[config.mk]
export PLATFORM = sky130hd
export DESIGN_NAME = audio_job_admission_check_flat
export DESIGN_NICKNAME = d
export VERILOG_FILES = /design/src/hw/rtl/ajac_pkg.sv /design/src/hw/rtl/ajac_job_if.sv /design/src/hw/rtl/ajac_res_if.sv /design/src/hw/rtl/ajac_cfg_if.sv /design/src/hw/rtl/ajac_front.sv /design/src/hw/rtl/ajac_queue.sv /design/src/hw/rtl/ajac_back.sv /design/src/hw/rtl/audio_job_admission_check.sv /design/src/flat_wrapper.sv
export SDC_FILE = /design/constraint.sdc
export NUM_CORES = 1
export LEC_CHECK = 0
export ABC_CLOCK_PERIOD_IN_PS = 10100
export BUFFER_PORTS_ARGS = -buffer_cell sky130_fd_sc_hd__buf_2
export CORE_MARGIN = 4
export CORE_UTILIZATION = 25
export CTS_BUF_LIST = sky130_fd_sc_hd__clkbuf_4
export DETAILED_ROUTE_END_ITERATION = 6
export SLEW_MARGIN = 20
export SYNTH_ARGS = -nofsm -noshare
export SYNTH_HDL_FRONTEND = slang
export SYNTH_SLANG_ARGS = --single-unit
[constraint.sdc]
create_clock -name clk -period 10.1 [get_ports clk]
set_input_delay 0.505 -clock clk [delete_from_list [all_inputs] [get_ports clk]]
set_output_delay 0.505 -clock clk [all_outputs]
set_load 0.03 [all_outputs]
[src/hw/rtl/ajac_pkg.sv]
// Shared types, constants and helper functions of the audio job admission check.
`default_nettype none

package ajac_pkg;

	localparam int AJAC_MAX_PCM_CODE = 3;

	localparam int ADDR_W = 32;
	localparam int CFG_INDEX_W = 3;
	localparam int CFG_DATA_W = 32;
	localparam int CAP_W = 4;
	localparam int SRC_WORD_W = 26;
	localparam int SINK_WORD_W = 22;
	localparam int RATE_W = 17;

	localparam int SRC_CH_LSB = 17;
	localparam int SRC_BITS_LSB = 20;
	localparam int SINK_CH_LSB = 17;
	localparam int SINK_PCM_LSB = 19;

	localparam logic [RATE_W-1:0] RATE_MIN = 17'd8000;
	localparam logic [RATE_W-1:0] RATE_MAX = 17'd96000;
	localparam logic [RATE_W-1:0] RATE_48K = 17'd48000;

	localparam logic [30:0] SRC_LEN_MAX = 31'h7FFFFFFF;

	localparam logic [1:0] FMT_WAV = 2'd0;
	localparam logic [1:0] FMT_FLAC = 2'd1;
	localparam logic [1:0] MODE_MEMORY = 2'd0;
	localparam logic [1:0] MODE_STREAM = 2'd1;

	localparam int CAP_WAV = 0;
	localparam int CAP_FLAC = 1;
	localparam int CAP_STREAM = 2;
	localparam int CAP_RESAMPLE = 3;

	localparam int QUEUE_DEPTH = 2;

	typedef enum logic [1:0] {
		ST_OK = 2'd0,
		ST_INVALID = 2'd1,
		ST_UNSUPPORTED = 2'd2
	} status_t;

	typedef enum logic [CFG_INDEX_W-1:0] {
		CFG_READ_BASE = 3'd0,
		CFG_READ_LIMIT = 3'd1,
		CFG_WRITE_BASE = 3'd2,
		CFG_WRITE_LIMIT = 3'd3,
		CFG_CAPABILITY = 3'd4
	} cfg_index_t;

	// Classified job as it travels from the front end to the back end.
	typedef struct packed {
		status_t early_status;
		logic fmt_flac;
		logic stream;
		logic resample;
		logic eng_ready;
		logic [ADDR_W-1:0] src;
		logic [ADDR_W-1:0] src_last;
		logic [ADDR_W-1:0] dst;
		logic [ADDR_W-1:0] dst_last;
	} job_entry_t;

	function automatic logic rate_bad(input logic [RATE_W-1:0] rate);
		rate_bad = (rate != '0) && ((rate < RATE_MIN) || (rate > RATE_MAX));
	endfunction

	function automatic logic stream_rate(input logic [RATE_W-1:0] rate);
		stream_rate = (rate == RATE_48K) || (rate == RATE_MAX);
	endfunction

endpackage

`default_nettype wire

[src/hw/rtl/ajac_job_if.sv]
// Job descriptor request channel.
`default_nettype none

interface ajac_job_if import ajac_pkg::*; ();

	logic valid;
	logic ready;
	logic [1:0] audio_format;
	logic [1:0] output_mode;
	logic downmix_enable;
	logic resample_enable;
	logic [ADDR_W-1:0] source_address;
	logic [ADDR_W-1:0] source_length;
	logic [ADDR_W-1:0] dest_address;
	logic [ADDR_W-1:0] dest_capacity;
	logic [SRC_WORD_W-1:0] source_format_word;
	logic [SINK_WORD_W-1:0] sink_format_word;
	logic engine_ready;

	modport source (
		output valid, audio_format, output_mode, downmix_enable, resample_enable,
		output source_address, source_length, dest_address, dest_capacity,
		output source_format_word, sink_format_word, engine_ready,
		input ready
	);

	modport sink (
		input valid, audio_format, output_mode, downmix_enable, resample_enable,
		input source_address, source_length, dest_address, dest_capacity,
		input source_format_word, sink_format_word, engine_ready,
		output ready
	);
endinterface

`default_nettype wire

[src/hw/rtl/ajac_res_if.sv]
// Admission result request channel.
`default_nettype none

interface ajac_res_if;
	logic valid;
	logic ready;
	logic [1:0] admission_status;

	modport source (output valid, admission_status, input ready);
	modport sink (input valid, admission_status, output ready);
endinterface

`default_nettype wire

[src/hw/rtl/ajac_cfg_if.sv]
// Configuration register write channel.
`default_nettype none

interface ajac_cfg_if import ajac_pkg::*; ();

	logic valid;
	logic ready;
	logic [CFG_INDEX_W-1:0] index;
	logic [CFG_DATA_W-1:0] data;

	modport source (output valid, index, data, input ready);
	modport sink (input valid, index, data, output ready);
endinterface

`default_nettype wire

[src/hw/rtl/ajac_front.sv]
// Front end: accepts job descriptors and classifies them in two pipeline stages.
`default_nettype none

module ajac_front import ajac_pkg::*; #(
	parameter int MAX_PCM_CODE = AJAC_MAX_PCM_CODE
) (
	input wire logic clk,
	input wire logic arst_n,
	ajac_job_if.sink job,
	output logic out_valid,
	input wire logic out_ready,
	output job_entry_t out_entry
);

	localparam logic [2:0] PcmMax = 3'(MAX_PCM_CODE);

	logic v_s1;
	logic v_s2;
	logic adv_s1;
	logic adv_s2;

	logic [1:0] fmt_s1;
	logic [1:0] mode_s1;
	logic dmx_s1;
	logic rsm_s1;
	logic [ADDR_W-1:0] src_s1;
	logic [ADDR_W-1:0] slen_s1;
	logic [ADDR_W-1:0] dst_s1;
	logic [ADDR_W-1:0] dcap_s1;
	logic [SRC_WORD_W-1:0] sw_s1;
	logic [SINK_WORD_W-1:0] kw_s1;
	logic rdy_s1;
	logic [ADDR_W:0] in_end_s1;
	logic [ADDR_W:0] out_end_s1;

	job_entry_t entry_d;
	job_entry_t entry_s2;

	logic [RATE_W-1:0] in_rate;
	logic [2:0] in_ch;
	logic [5:0] in_bits;
	logic [RATE_W-1:0] out_rate;
	logic [1:0] out_ch;
	logic [2:0] pcm;
	logic bits_ok;
	logic in_past_top;
	logic out_past_top;
	logic disjoint;
	status_t early;

	assign adv_s2 = !v_s2 || out_ready;
	assign adv_s1 = !v_s1 || adv_s2;
	assign job.ready = adv_s1;

	always_ff @(posedge clk or negedge arst_n) begin
		if (!arst_n) begin
			v_s1 <= 1'b0;
			v_s2 <= 1'b0;
		end else begin
			if (adv_s1) begin
				v_s1 <= job.valid;
			end
			if (adv_s2) begin
				v_s2 <= v_s1;
			end
		end
	end

	// Stage 1 registers the fields and forms both buffer end addresses.
	always_ff @(posedge clk) begin
		if (adv_s1 && job.valid) begin
			fmt_s1 <= job.audio_format;
			mode_s1 <= job.output_mode;
			dmx_s1 <= job.downmix_enable;
			rsm_s1 <= job.resample_enable;
			src_s1 <= job.source_address;
			slen_s1 <= job.source_length;
			dst_s1 <= job.dest_address;
			dcap_s1 <= job.dest_capacity;
			sw_s1 <= job.source_format_word;
			kw_s1 <= job.sink_format_word;
			rdy_s1 <= job.engine_ready;
			in_end_s1 <= {1'b0, job.source_address} + {1'b0, job.source_length};
			out_end_s1 <= {1'b0, job.dest_address} + {1'b0, job.dest_capacity};
		end
	end

	assign in_rate = sw_s1[RATE_W-1:0];
	assign in_ch = sw_s1[SRC_CH_LSB +: 3];
	assign in_bits = sw_s1[SRC_BITS_LSB +: 6];
	assign out_rate = kw_s1[RATE_W-1:0];
	assign out_ch = kw_s1[SINK_CH_LSB +: 2];
	assign pcm = kw_s1[SINK_PCM_LSB +: 3];

	// An end address may reach exactly the top of the space but not pass it.
	assign in_past_top = in_end_s1[ADDR_W] && (in_end_s1[ADDR_W-1:0] != '0);
	assign out_past_top = out_end_s1[ADDR_W] && (out_end_s1[ADDR_W-1:0] != '0);
	assign disjoint = (in_end_s1 <= {1'b0, dst_s1}) || (out_end_s1 <= {1'b0, src_s1});

	always_comb begin
		bits_ok = (in_bits inside {6'd0, 6'd8, 6'd16, 6'd24, 6'd32});
		if (fmt_s1 > FMT_FLAC) begin
			early = ST_UNSUPPORTED;
		end else if ((mode_s1 > MODE_STREAM) || (pcm > PcmMax) || (src_s1[1:0] != 2'b00)
				|| (slen_s1 == '0) || (slen_s1 > {1'b0, SRC_LEN_MAX})) begin
			early = ST_INVALID;
		end else if (in_past_top) begin
			early = ST_INVALID;
		end else if (rate_bad(in_rate)) begin
			early = ST_UNSUPPORTED;
		end else if ((in_ch > 3'd2) || !bits_ok || (out_ch > 2'd2) || rate_bad(out_rate)
				|| ((fmt_s1 == FMT_FLAC) && !(in_bits inside {6'd0, 6'd16, 6'd24}))) begin
			early = ST_UNSUPPORTED;
		end else if (rsm_s1 && !stream_rate(out_rate)) begin
			early = ST_UNSUPPORTED;
		end else if (!rsm_s1 && (out_rate != '0) && (in_rate != '0) && (out_rate != in_rate)) begin
			early = ST_UNSUPPORTED;
		end else if (dmx_s1 && ((in_ch == 3'd1) || (out_ch != 2'd1))) begin
			early = ST_UNSUPPORTED;
		end else if (!dmx_s1 && (in_ch == 3'd2) && (out_ch == 2'd1)) begin
			early = ST_UNSUPPORTED;
		end else if ((mode_s1 == MODE_MEMORY) && ((dst_s1[1:0] != 2'b00) || (dcap_s1 == '0)
				|| out_past_top || !disjoint)) begin
			early = ST_INVALID;
		end else if ((mode_s1 == MODE_STREAM) && ((dst_s1 != '0) || (dcap_s1 != '0)
				|| !stream_rate(out_rate))) begin
			early = ST_INVALID;
		end else begin
			early = ST_OK;
		end

		entry_d.early_status = early;
		entry_d.fmt_flac = (fmt_s1 == FMT_FLAC);
		entry_d.stream = (mode_s1 == MODE_STREAM);
		entry_d.resample = rsm_s1;
		entry_d.eng_ready = rdy_s1;
		entry_d.src = src_s1;
		// Once the range checks pass, the last byte always fits in 32 bits.
		entry_d.src_last = in_end_s1[ADDR_W-1:0] - ADDR_W'(1);
		entry_d.dst = dst_s1;
		entry_d.dst_last = out_end_s1[ADDR_W-1:0] - ADDR_W'(1);
	end

	always_ff @(posedge clk) begin
		if (adv_s2 && v_s1) begin
			entry_s2 <= entry_d;
		end
	end

	assign out_valid = v_s2;
	assign out_entry = entry_s2;

endmodule

`default_nettype wire

[src/hw/rtl/ajac_queue.sv]
// Short queue of classified jobs between the front end and the back end.
`default_nettype none

module ajac_queue import ajac_pkg::*; (
	input wire logic clk,
	input wire logic arst_n,
	input wire logic push_valid,
	output logic push_ready,
	input job_entry_t push_entry,
	output logic head_valid,
	input wire logic pop,
	output job_entry_t head_entry
);

	localparam int PtrW = (QUEUE_DEPTH > 1) ? $clog2(QUEUE_DEPTH) : 1;
	localparam int CntW = $clog2(QUEUE_DEPTH + 1);

	job_entry_t mem_q [QUEUE_DEPTH];
	logic [PtrW-1:0] wr_ptr_q;
	logic [PtrW-1:0] rd_ptr_q;
	logic [CntW-1:0] count_q;
	logic push;

	assign push_ready = (count_q != CntW'(QUEUE_DEPTH));
	assign head_valid = (count_q != '0);
	assign push = push_valid && push_ready;
	assign head_entry = mem_q[rd_ptr_q];

	function automatic logic [PtrW-1:0] next_ptr(input logic [PtrW-1:0] ptr);
		next_ptr = (ptr == PtrW'(QUEUE_DEPTH - 1)) ? '0 : ptr + PtrW'(1);
	endfunction

	always_ff @(posedge clk or negedge arst_n) begin
		if (!arst_n) begin
			wr_ptr_q <= '0;
			rd_ptr_q <= '0;
			count_q <= '0;
		end else begin
			if (push) begin
				wr_ptr_q <= next_ptr(wr_ptr_q);
			end
			if (pop) begin
				rd_ptr_q <= next_ptr(rd_ptr_q);
			end
			if (push && !pop) begin
				count_q <= count_q + CntW'(1);
			end else if (pop && !push) begin
				count_q <= count_q - CntW'(1);
			end
		end
	end

	always_ff @(posedge clk) begin
		if (push) begin
			mem_q[wr_ptr_q] <= push_entry;
		end
	end

	a_count_bound: assert property (@(posedge clk) disable iff (!arst_n)
		count_q <= CntW'(QUEUE_DEPTH))
		else $error("queue fill exceeds its depth");

	a_pop_nonempty: assert property (@(posedge clk) disable iff (!arst_n)
		pop |-> (count_q != '0))
		else $error("pop from an empty queue");

	a_push_grows: assert property (@(posedge clk) disable iff (!arst_n)
		(push && !pop) |=> (count_q == $past(count_q) + CntW'(1)))
		else $error("push without pop did not grow the queue");

endmodule

`default_nettype wire

[src/hw/rtl/ajac_back.sv]
// Back end: configuration registers, capability, readiness and window checks, result register.
`default_nettype none

module ajac_back import ajac_pkg::*; (
	input wire logic clk,
	input wire logic arst_n,
	ajac_cfg_if.sink cfg,
	input wire logic head_valid,
	input job_entry_t head_entry,
	output logic pop,
	ajac_res_if.source res
);

	logic [ADDR_W-1:0] rd_win_base_q;
	logic [ADDR_W-1:0] rd_win_limit_q;
	logic [ADDR_W-1:0] wr_win_base_q;
	logic [ADDR_W-1:0] wr_win_limit_q;
	logic [CAP_W-1:0] cap_q;

	logic out_valid_q;
	status_t status_q;
	status_t status_d;
	logic fmt_cap;
	logic read_ok;
	logic write_ok;

	assign cfg.ready = 1'b1;

	always_ff @(posedge clk or negedge arst_n) begin
		if (!arst_n) begin
			rd_win_base_q <= '0;
			rd_win_limit_q <= '0;
			wr_win_base_q <= '0;
			wr_win_limit_q <= '0;
			cap_q <= '0;
		end else if (cfg.valid) begin
			case (cfg.index)
				CFG_READ_BASE: begin
					rd_win_base_q <= cfg.data;
				end
				CFG_READ_LIMIT: begin
					rd_win_limit_q <= cfg.data;
				end
				CFG_WRITE_BASE: begin
					wr_win_base_q <= cfg.data;
				end
				CFG_WRITE_LIMIT: begin
					wr_win_limit_q <= cfg.data;
				end
				CFG_CAPABILITY: begin
					cap_q <= cfg.data[CAP_W-1:0];
				end
				default: begin
				end
			endcase
		end
	end

	assign pop = head_valid && (!out_valid_q || res.ready);

	assign fmt_cap = head_entry.fmt_flac ? cap_q[CAP_FLAC] : cap_q[CAP_WAV];
	assign read_ok = (head_entry.src >= rd_win_base_q) && (head_entry.src_last <= rd_win_limit_q);
	assign write_ok = (head_entry.dst >= wr_win_base_q) && (head_entry.dst_last <= wr_win_limit_q);

	always_comb begin
		if (head_entry.early_status != ST_OK) begin
			status_d = head_entry.early_status;
		end else if (!fmt_cap) begin
			status_d = ST_UNSUPPORTED;
		end else if (head_entry.stream && !cap_q[CAP_STREAM]) begin
			status_d = ST_UNSUPPORTED;
		end else if (head_entry.resample && !cap_q[CAP_RESAMPLE]) begin
			status_d = ST_UNSUPPORTED;
		end else if (!head_entry.eng_ready) begin
			status_d = ST_INVALID;
		end else if (!read_ok) begin
			status_d = ST_INVALID;
		end else if (!head_entry.stream && !write_ok) begin
			status_d = ST_INVALID;
		end else begin
			status_d = ST_OK;
		end
	end

	always_ff @(posedge clk or negedge arst_n) begin
		if (!arst_n) begin
			out_valid_q <= 1'b0;
		end else if (!out_valid_q || res.ready) begin
			out_valid_q <= head_valid;
		end
	end

	always_ff @(posedge clk) begin
		if (pop) begin
			status_q <= status_d;
		end
	end

	assign res.valid = out_valid_q;
	assign res.admission_status = status_q;

endmodule

`default_nettype wire

[src/hw/rtl/audio_job_admission_check.sv]
// Top level of the audio decode job admission check.
// Each job descriptor request yields exactly one admission status (ok, invalid argument or
// not supported) in request order. A new job is accepted every clock cycle while results are
// taken; each job passes in turn through the front-end stages, the job queue and the result
// register before its status becomes valid. When the result is not taken, the two-entry queue
// and the front-end stages keep absorbing jobs until they fill, then job ready drops.
// Configuration writes are accepted every cycle and take effect on the next; they must
// only be issued while no job is in flight.
`default_nettype none

module audio_job_admission_check import ajac_pkg::*; #(
	parameter int MAX_PCM_CODE = AJAC_MAX_PCM_CODE
) (
	input wire logic clk,
	input wire logic arst_n,
	ajac_job_if.sink job,
	ajac_res_if.source result,
	ajac_cfg_if.sink cfg
);

	logic front_valid;
	logic front_ready;
	job_entry_t front_entry;
	logic head_valid;
	logic pop;
	job_entry_t head_entry;

	ajac_front #(
		.MAX_PCM_CODE(MAX_PCM_CODE)
	) u_front (
		.clk(clk),
		.arst_n(arst_n),
		.job(job),
		.out_valid(front_valid),
		.out_ready(front_ready),
		.out_entry(front_entry)
	);

	ajac_queue u_queue (
		.clk(clk),
		.arst_n(arst_n),
		.push_valid(front_valid),
		.push_ready(front_ready),
		.push_entry(front_entry),
		.head_valid(head_valid),
		.pop(pop),
		.head_entry(head_entry)
	);

	ajac_back u_back (
		.clk(clk),
		.arst_n(arst_n),
		.cfg(cfg),
		.head_valid(head_valid),
		.head_entry(head_entry),
		.pop(pop),
		.res(result)
	);

endmodule

`default_nettype wire
[src/flat_wrapper.sv]
// flat-port wrapper written by rule: the top's interface ports become plain ports
module audio_job_admission_check_flat import ajac_pkg::*;
#(
	parameter int MAX_PCM_CODE = AJAC_MAX_PCM_CODE
)
  (clk, arst_n, job_valid, job_audio_format, job_output_mode, job_downmix_enable, job_resample_enable, job_source_address, job_source_length, job_dest_address, job_dest_capacity, job_source_format_word, job_sink_format_word, job_engine_ready, job_ready, result_valid, result_admission_status, result_ready, cfg_valid, cfg_index, cfg_data, cfg_ready);
  ajac_job_if job_i ();
  ajac_res_if result_i ();
  ajac_cfg_if cfg_i ();
  input wire logic clk;
  input wire logic arst_n;
  input wire logic [$bits(job_i.valid)-1:0] job_valid;
  input wire logic [$bits(job_i.audio_format)-1:0] job_audio_format;
  input wire logic [$bits(job_i.output_mode)-1:0] job_output_mode;
  input wire logic [$bits(job_i.downmix_enable)-1:0] job_downmix_enable;
  input wire logic [$bits(job_i.resample_enable)-1:0] job_resample_enable;
  input wire logic [$bits(job_i.source_address)-1:0] job_source_address;
  input wire logic [$bits(job_i.source_length)-1:0] job_source_length;
  input wire logic [$bits(job_i.dest_address)-1:0] job_dest_address;
  input wire logic [$bits(job_i.dest_capacity)-1:0] job_dest_capacity;
  input wire logic [$bits(job_i.source_format_word)-1:0] job_source_format_word;
  input wire logic [$bits(job_i.sink_format_word)-1:0] job_sink_format_word;
  input wire logic [$bits(job_i.engine_ready)-1:0] job_engine_ready;
  output wire logic [$bits(job_i.ready)-1:0] job_ready;
  output wire logic [$bits(result_i.valid)-1:0] result_valid;
  output wire logic [$bits(result_i.admission_status)-1:0] result_admission_status;
  input wire logic [$bits(result_i.ready)-1:0] result_ready;
  input wire logic [$bits(cfg_i.valid)-1:0] cfg_valid;
  input wire logic [$bits(cfg_i.index)-1:0] cfg_index;
  input wire logic [$bits(cfg_i.data)-1:0] cfg_data;
  output wire logic [$bits(cfg_i.ready)-1:0] cfg_ready;
  assign job_i.valid = job_valid;
  assign job_i.audio_format = job_audio_format;
  assign job_i.output_mode = job_output_mode;
  assign job_i.downmix_enable = job_downmix_enable;
  assign job_i.resample_enable = job_resample_enable;
  assign job_i.source_address = job_source_address;
  assign job_i.source_length = job_source_length;
  assign job_i.dest_address = job_dest_address;
  assign job_i.dest_capacity = job_dest_capacity;
  assign job_i.source_format_word = job_source_format_word;
  assign job_i.sink_format_word = job_sink_format_word;
  assign job_i.engine_ready = job_engine_ready;
  assign job_ready = job_i.ready;
  assign result_valid = result_i.valid;
  assign result_admission_status = result_i.admission_status;
  assign result_i.ready = result_ready;
  assign cfg_i.valid = cfg_valid;
  assign cfg_i.index = cfg_index;
  assign cfg_i.data = cfg_data;
  assign cfg_ready = cfg_i.ready;
  audio_job_admission_check #(.MAX_PCM_CODE(MAX_PCM_CODE)) u_core (.clk(clk), .arst_n(arst_n), .job(job_i), .result(result_i), .cfg(cfg_i));
endmodule
# Word-level counts from Yosys, hierarchy flattened
# Memories as Yosys holds them, arrays and structs flattened.
# Index checks and enable logic that the tools add are counted.
[totals]
in_bits = 223
mem_count = 1
ramBits = 268
regBits = 524
[op_classes]
mux = 24
add_sub_neg = 8
magnitude_cmp = 16
eq_ne = 18
reduce_logical = 84
[memory_table]
columns = ["name", "words", "width", "read_ports", "rd_ports_with_merged_regs", "wr", "line_no", "text"]
rows = [
  ["u_core.u_queue.mem_q", 2, 134, 1, 0, 1, "ajac_queue.sv:18", "job_entry_t mem_q [QUEUE_DEPTH];"],
]
[ops]
columns = ["op", "n"]
rows = [
  ["nonzero test 32 bit", 4],
  ["adder 32 x 32 -> 33 bit", 2],
  ["<= comparator 33 x 32 -> 1 bit", 2],
  [">= comparator 32 bit", 2],
  ["<= comparator 32 bit", 2],
  ["zero test 32 bit", 2],
  ["subtractor 32 x 1 -> 32 bit (second input constant)", 2],
  ["> comparator 17 bit (second input constant)", 2],
  ["< comparator 17 x 13 -> 1 bit (second input constant)", 2],
  ["nonzero test 17 bit", 2],
  ["> comparator 32 x 31 -> 1 bit (second input constant)", 1],
  ["2-to-1 mux 2 bit", 14],
  ["logical AND 1 bit", 25],
  ["logical OR 1 bit", 21],
  ["equality test 17 x 16 -> 1 bit (second input constant)", 1],
  ["equality test 17 bit (second input constant)", 1],
  ["inequality test 17 bit", 1],
  ["zero test 1 bit", 15],
  ["equality test 6 x 5 -> 1 bit (second input constant)", 2],
  ["2-to-1 mux 1 bit", 10],
  ["AND reduction 2 bit", 5],
  ["nonzero test 2 bit", 5],
  ["equality test 3 x 2 -> 1 bit (second input constant)", 3],
  ["equality test 2 x 1 -> 1 bit (second input constant)", 3],
  ["other kinds (17)", 21],
]

# Logic depth before layout (Yosys ltp)
[depth]
word_depth = 15
mapped_depth = 15
ltp_nobuf = 13

# Cells and area by module
# A second synthesis with hierarchy kept.
[hier_totals]
cells_unflattened = 2590
area_unflattened_um2 = 36045.8
[modules_own_cells]
columns = ["mod", "cells_per_inst", "instances", "area_per_inst_um2"]
rows = [
  ["ajac_front", 1297, 1, 17893.4],
  ["ajac_queue", 435, 1, 10057.1],
  ["ajac_back", 858, 1, 8095.3],
]

# Worst setup path after synthesis
# OpenSTA, ideal clock, no wires.
[synth_path]
path_type = "register to register"
startpoint = "register u_core.u_queue.count_q[0]"
endpoint = "register u_core.u_front.dcap_s1[0], enable pin"
path_slack_ns = 3.028
t_arrival_ns = 6.434
stages_incl_launch_ff = 3
period_less_slack_ns = 7.072
required_ns = 9.462
path_cell_list = "dfrtp_1 > nand4b_1 > and2_1"
[synth_via]
elab_chain_len = 4
[synth_rtl]
columns = ["element", "line_no", "text"]
rows = [
  ["start, declared", "ajac_queue.sv:21", "logic [CntW-1:0] count_q;"],
  ["start signal, assigned", "ajac_queue.sv:46", "count_q <= count_q + CntW'(1);"],
  ["start signal, assigned", "ajac_queue.sv:48", "count_q <= count_q - CntW'(1);"],
  ["inequality test 2 bit", "ajac_queue.sv:24", "assign push_ready = (count_q != CntW'(QUEUE_DEPTH));"],
  ["logical OR 1 bit", "ajac_front.sv:51", "assign adv_s2 = !v_s2 || out_ready;"],
  ["logical OR 1 bit", "ajac_front.sv:52", "assign adv_s1 = !v_s1 || adv_s2;"],
  ["net job_ready", "flat_wrapper.sv:24", "output wire logic [$bits(job_i.ready)-1:0] job_ready;"],
  ["logical AND 1 bit", "ajac_front.sv:71", "if (adv_s1 && job.valid) begin"],
  ["end signal, assigned", "ajac_front.sv:79", "dcap_s1 <= job.dest_capacity;"],
  ["end, declared", "ajac_front.sv:29", "logic [ADDR_W-1:0] dcap_s1;"],
]
# The timed path passes the listed nets, and every way through them passes these cells.
# A chain may end at the register's enable or synchronous reset.

# Worst setup path in the final report
[layout_path]
startpoint = "register u_core.u_queue.rd_ptr_q"
endpoint = "register u_core.u_back.status_q[0] (netlist: u_core.u_back.res.admission_status[0]) (data pin)"
[layout_via]
elab_chain_len = 12
elab_cells_between_ends = 21
[layout_rtl]
columns = ["element", "line_no", "text"]
rows = [
  ["start, declared", "ajac_queue.sv:20", "logic [PtrW-1:0] rd_ptr_q;"],
  ["start signal, assigned", "ajac_queue.sv:43", "rd_ptr_q <= next_ptr(rd_ptr_q);"],
  ["memory read (2 x 134 bit) (*)", "n/a", ""],
  [">= comparator 32 bit or <= comparator 32 bit (tied branches)", "ajac_back.sv:63", "assign write_ok = (head_entry.dst >= wr_win_base_q) && (head_entry.dst_last <= wr_win_limit_q);"],
  ["logical AND 1 bit", "ajac_back.sv:63", ""],
  ["zero test 1 bit", "ajac_back.sv:78", "end else if (!head_entry.stream && !write_ok) begin"],
  ["logical AND 1 bit", "ajac_back.sv:78", ""],
  ["2-to-1 mux 1 bit", "ajac_back.sv:78", ""],
  ["2-to-1 mux 1 bit", "ajac_back.sv:76", "end else if (!read_ok) begin"],
  ["2-to-1 mux 1 bit", "ajac_back.sv:74", "end else if (!head_entry.eng_ready) begin"],
  ["2-to-1 mux 2 bit", "ajac_back.sv:72", "end else if (head_entry.resample && !cap_q[CAP_RESAMPLE]) begin"],
  ["2-to-1 mux 2 bit", "ajac_back.sv:70", "end else if (head_entry.stream && !cap_q[CAP_STREAM]) begin"],
  ["2-to-1 mux 2 bit", "ajac_back.sv:68", "end else if (!fmt_cap) begin"],
  ["2-to-1 mux 2 bit (*)", "ajac_back.sv:66", "if (head_entry.early_status != ST_OK) begin"],
  ["net u_core.u_back.status_d[0]", "ajac_back.sv:22", "status_t status_d;"],
  ["end signal, assigned", "ajac_back.sv:95", "status_q <= status_d;"],
  ["end, declared", "ajac_back.sv:21", "status_t status_q;"],
]
# The timed path passes the listed nets; every way through them passes the cells marked *.

==> reports/metrics.cfg <==
[status]
outcome = finished, final reports clean

[drt]
drc = 0
vias = 22570
via_per_inst = 4.303
drtAntennaViolNets = 0
drt-initial-drc-count = 1258
wire_per_inst_um = 18.21
dr.pass1.iters = 5
totalWireLength_mm = 95.48

[power]
vdd_ir_drop_max_mv = 0.1762
power_density_nw_per_um2 = 231.6
power_leakage_nw = 17.39

[final_layout]
fill_cells = 14000
layout.cells.non_filler = 5244
synthToLayoutAreaGrowth_pct = 23.40
drive_gt1_frac = 0.2153
final_common_cell = edfxtp_1
fin_nets = 3680
final_cell_mix = edfxtp_1, clkbuf_4, ha_1
final_util = 0.3107

[timing]
rsz0062_at_grt = false
maxSlewHeadroom = 0.2626
period_share = 0.4698
final.setup.tns_ps = 0
setup_viol = 0
tightest_slew_ps = 1092
finClkSkew_ps = 59.37
timing.fmax_ghz = 0.2108
layout_min_cycle_time_ps = 4745
hold_viol_final = 0
slew_viol_final = 0

[cts]
clock_sinks = 790
post_cts.repair.setup_buffers = 0
clk_latency_ps = 1070
root_buffer = clkbuf_4
cts_tree = done
h-tree-depth = 4
numCtsBuffers = 187
clockBufferDepth = 3
clkTransAtPathRegs_ps = 80

[setup_path]
critical_path_class = reg -> reg
startpoint_type = register
r2r.worst_path.cells = 12
r2r-start = u_core.u_queue.rd_ptr_q$_DFFE_PN0P_
worstPathArrival_ps = 5680
r2r_slack_ps = 5360
critPathMaxFanout = 57
reg2reg_to = u_core.u_back.res.admission_status[0]$_DFFE_PP_
worstSetupEndpointType = register
worstPathRequired_ps = 11040
cp-startpoint = u_core.u_queue.rd_ptr_q$_DFFE_PN0P_

[synthesis]
yosysSeqAreaShare = 0.6452
netlist_area_um2 = 35690
synth-seq-cells = 790
synth_warnings = 0
syn_nets = 3057
synth_flop_cell = edfxtp_1
synth.distinct_cells = 68
synthCells = 2573
post_synth.cell_area_avg_um2 = 13.87
async_reset_ff_frac = 0.1759
synth_edf_count = 651

[die]
pin_count = 228
die_x_um = 385.8
rows = 138
die_y_um = 385.8
initial_core_util = 0.2518
coreArea_um2 = 141800
die-area_um2 = 148900

[global_route]
grt_pass1_wl_mm = 143.0
grtUsageTotal = 0.1286
antenna_found_initial = 10
grt_pass1_vias = 23600
grt_max_degree = 135
grt-ovfl-total = 0

[min_path]
hold_class = in -> reg
worstHoldPathCells = 2
min_from = job_source_format_word[18]
worstHoldEndpoint = u_core.u_front.sw_s1[18]$_DFFE_PP_

[placed_design]
portBuffers = 224
post-dp-hpwl_mm = 69.73
dp_cells = 4659
gp_congestion = 0.8525

[flow_run]
drv_cap = 0

[how the worst max path moves through the flow]
stage	end	slack, ps	cells after the start
floorplan	u_core.u_front.dcap_s1[0]$_DFFE_PP_	3030	2
global placement	u_core.u_back.res.admission_status[0]$_DFFE_PP_	5250	12
detailed placement	u_core.u_back.res.admission_status[0]$_DFFE_PP_	5310	12
CTS	u_core.u_back.res.admission_status[0]$_DFFE_PP_	5290	12
global route	u_core.u_back.res.admission_status[0]$_DFFE_PP_	5040	13
finish	u_core.u_back.res.admission_status[0]$_DFFE_PP_	5360	12
[synthesized netlist by cell type, types with 26 or more instances]
cell type | n | area share
edfxtp_1 | 651 | 0.55
nor3_1 | 39 | 0.0055
nand3_1 | 28 | 0.0039
a21o_1 | 82 | 0.017
mux2_2 | 162 | 0.051
inv_1 | 214 | 0.023
clkbuf_1 | 38 | 0.0040
o21ai_0 | 156 | 0.022
nor2b_1 | 27 | 0.0047
nor2_1 | 81 | 0.0085
nand2b_1 | 26 | 0.0046
xor2_1 | 68 | 0.017
ha_1 | 259 | 0.091
nand4_1 | 43 | 0.0075
dfrtp_1 | 139 | 0.097
nand2_1 | 168 | 0.018
xnor2_1 | 62 | 0.015
a21oi_1 | 100 | 0.014
nor4_1 | 44 | 0.0077
[per-layer routing]
layer	track usage	up-vias	wire, um
met5	0	-	13
met4	0.07027	2	4950
met3	0.02600	207	4114
met2	0.2109	611	44900
met1	0.1588	10780	41510
li1	-	10970	-
[worst max-delay path, cell delays in order, from the launching register on]
cell and delay (ps):
dfrtp_4 980, buf_4 620, mux2_2 400, ha_1 260, a21o_1 160, a21o_1 180, a21o_1 170, a21o_1 180
a2111oi_0 380, o21ai_0 340, a221o_1 420, a31oi_1 250, o32a_1 200
[metrics by stage]
stage | total power (W) | area, um^2 | setup WS [ps] | hold slack [ps]
5_1_grt | 0.01089 | 44040 | 5037 | 31.80
2_1_floorplan | 0.006790 | 35690 | 3028 | 209.4
4_1_cts | 0.01035 | 44010 | 5287 | 0.2529
3_5_place_dp | 0.007630 | 39190 | 5314 | 416.6
3_3_place_gp | 0.007561 | 39190 | 5251 | 416.5
6_report | 0.01020 | 44040 | 5355 | 164.3
[flip-flops by register name, indices dropped and copies added, names as in the netlist, 2 cells and up]
name and cells:
u_core.u_queue.count_q 2, u_core.u_back.cap_q 4, u_core.u_back.rd_win_limit_q 32, u_core.u_front.fmt_s1 2
u_core.u_front.kw_s1 20, u_core.u_front.dcap_s1 32, u_core.u_back.wr_win_base_q 32, u_core.u_back.rd_win_base_q 32
u_core.u_front.out_end_s1 33, u_core.u_front.mode_s1 2, u_core.u_front.sw_s1 26, u_core.u_back.res.admission_status 2
u_core.u_front.out_entry 134, u_core.u_back.wr_win_limit_q 32, u_core.u_front.slen_s1 32, u_core.u_queue.mem_q 268
u_core.u_front.in_end_s1 33, u_core.u_front.src_s1 32, u_core.u_front.dst_s1 32
[area by class of cell]
cell class / instances / area, um^2 / area share
clock inverters: 68 / 431.7 / 0.009801
diodes: 14 / 35.03 / 0.0007954
multi-input cells: 1525 / 11730 / 0.2663
inverters: 214 / 803.3 / 0.01824
well taps: 1890 / 2365 / 0.05369
clock buffers: 265 / 1989 / 0.04517
flip-flops and latches: 790 / 23030 / 0.5229
repair buffers: 478 / 3660 / 0.08309
[power breakdown]
group,leakage [nW],switching [W],total [W],internal (W)
Clock,1.43,0.00126,0.00259,0.00132
Sequential,7.91,0.000418,0.00503,0.00461
Combinational,8.05,0.00148,0.00258,0.00110
Total,17.4,0.00316,0.0102,0.00704
[cell families (layout without fill, tap and decap cells)]
logic type | after synthesis | in the layout | synth area share
XOR/XNOR | 130 | 130 | 0.03190
flip-flops | 790 | 790 | 0.6452
AO/OA/AOI/OAI | 449 | 449 | 0.07793
AND/OR/NAND/NOR | 515 | 515 | 0.07264
other | 1 | 15 | 0.0001051
adder cells (fa/ha/maj) | 261 | 261 | 0.09192
multiplexers | 169 | 169 | 0.05307
buffers and inverters | 258 | 1025 | 0.02727
[what timing repair did]
action	4_1_cts	5_1_grt
endpoints found under the hold margin	477	0
gates resized for setup	0	0
hold buffers	238	0
setup endpoints to repair	0	0
No activity file was read; power rests on OpenSTA's default activity.
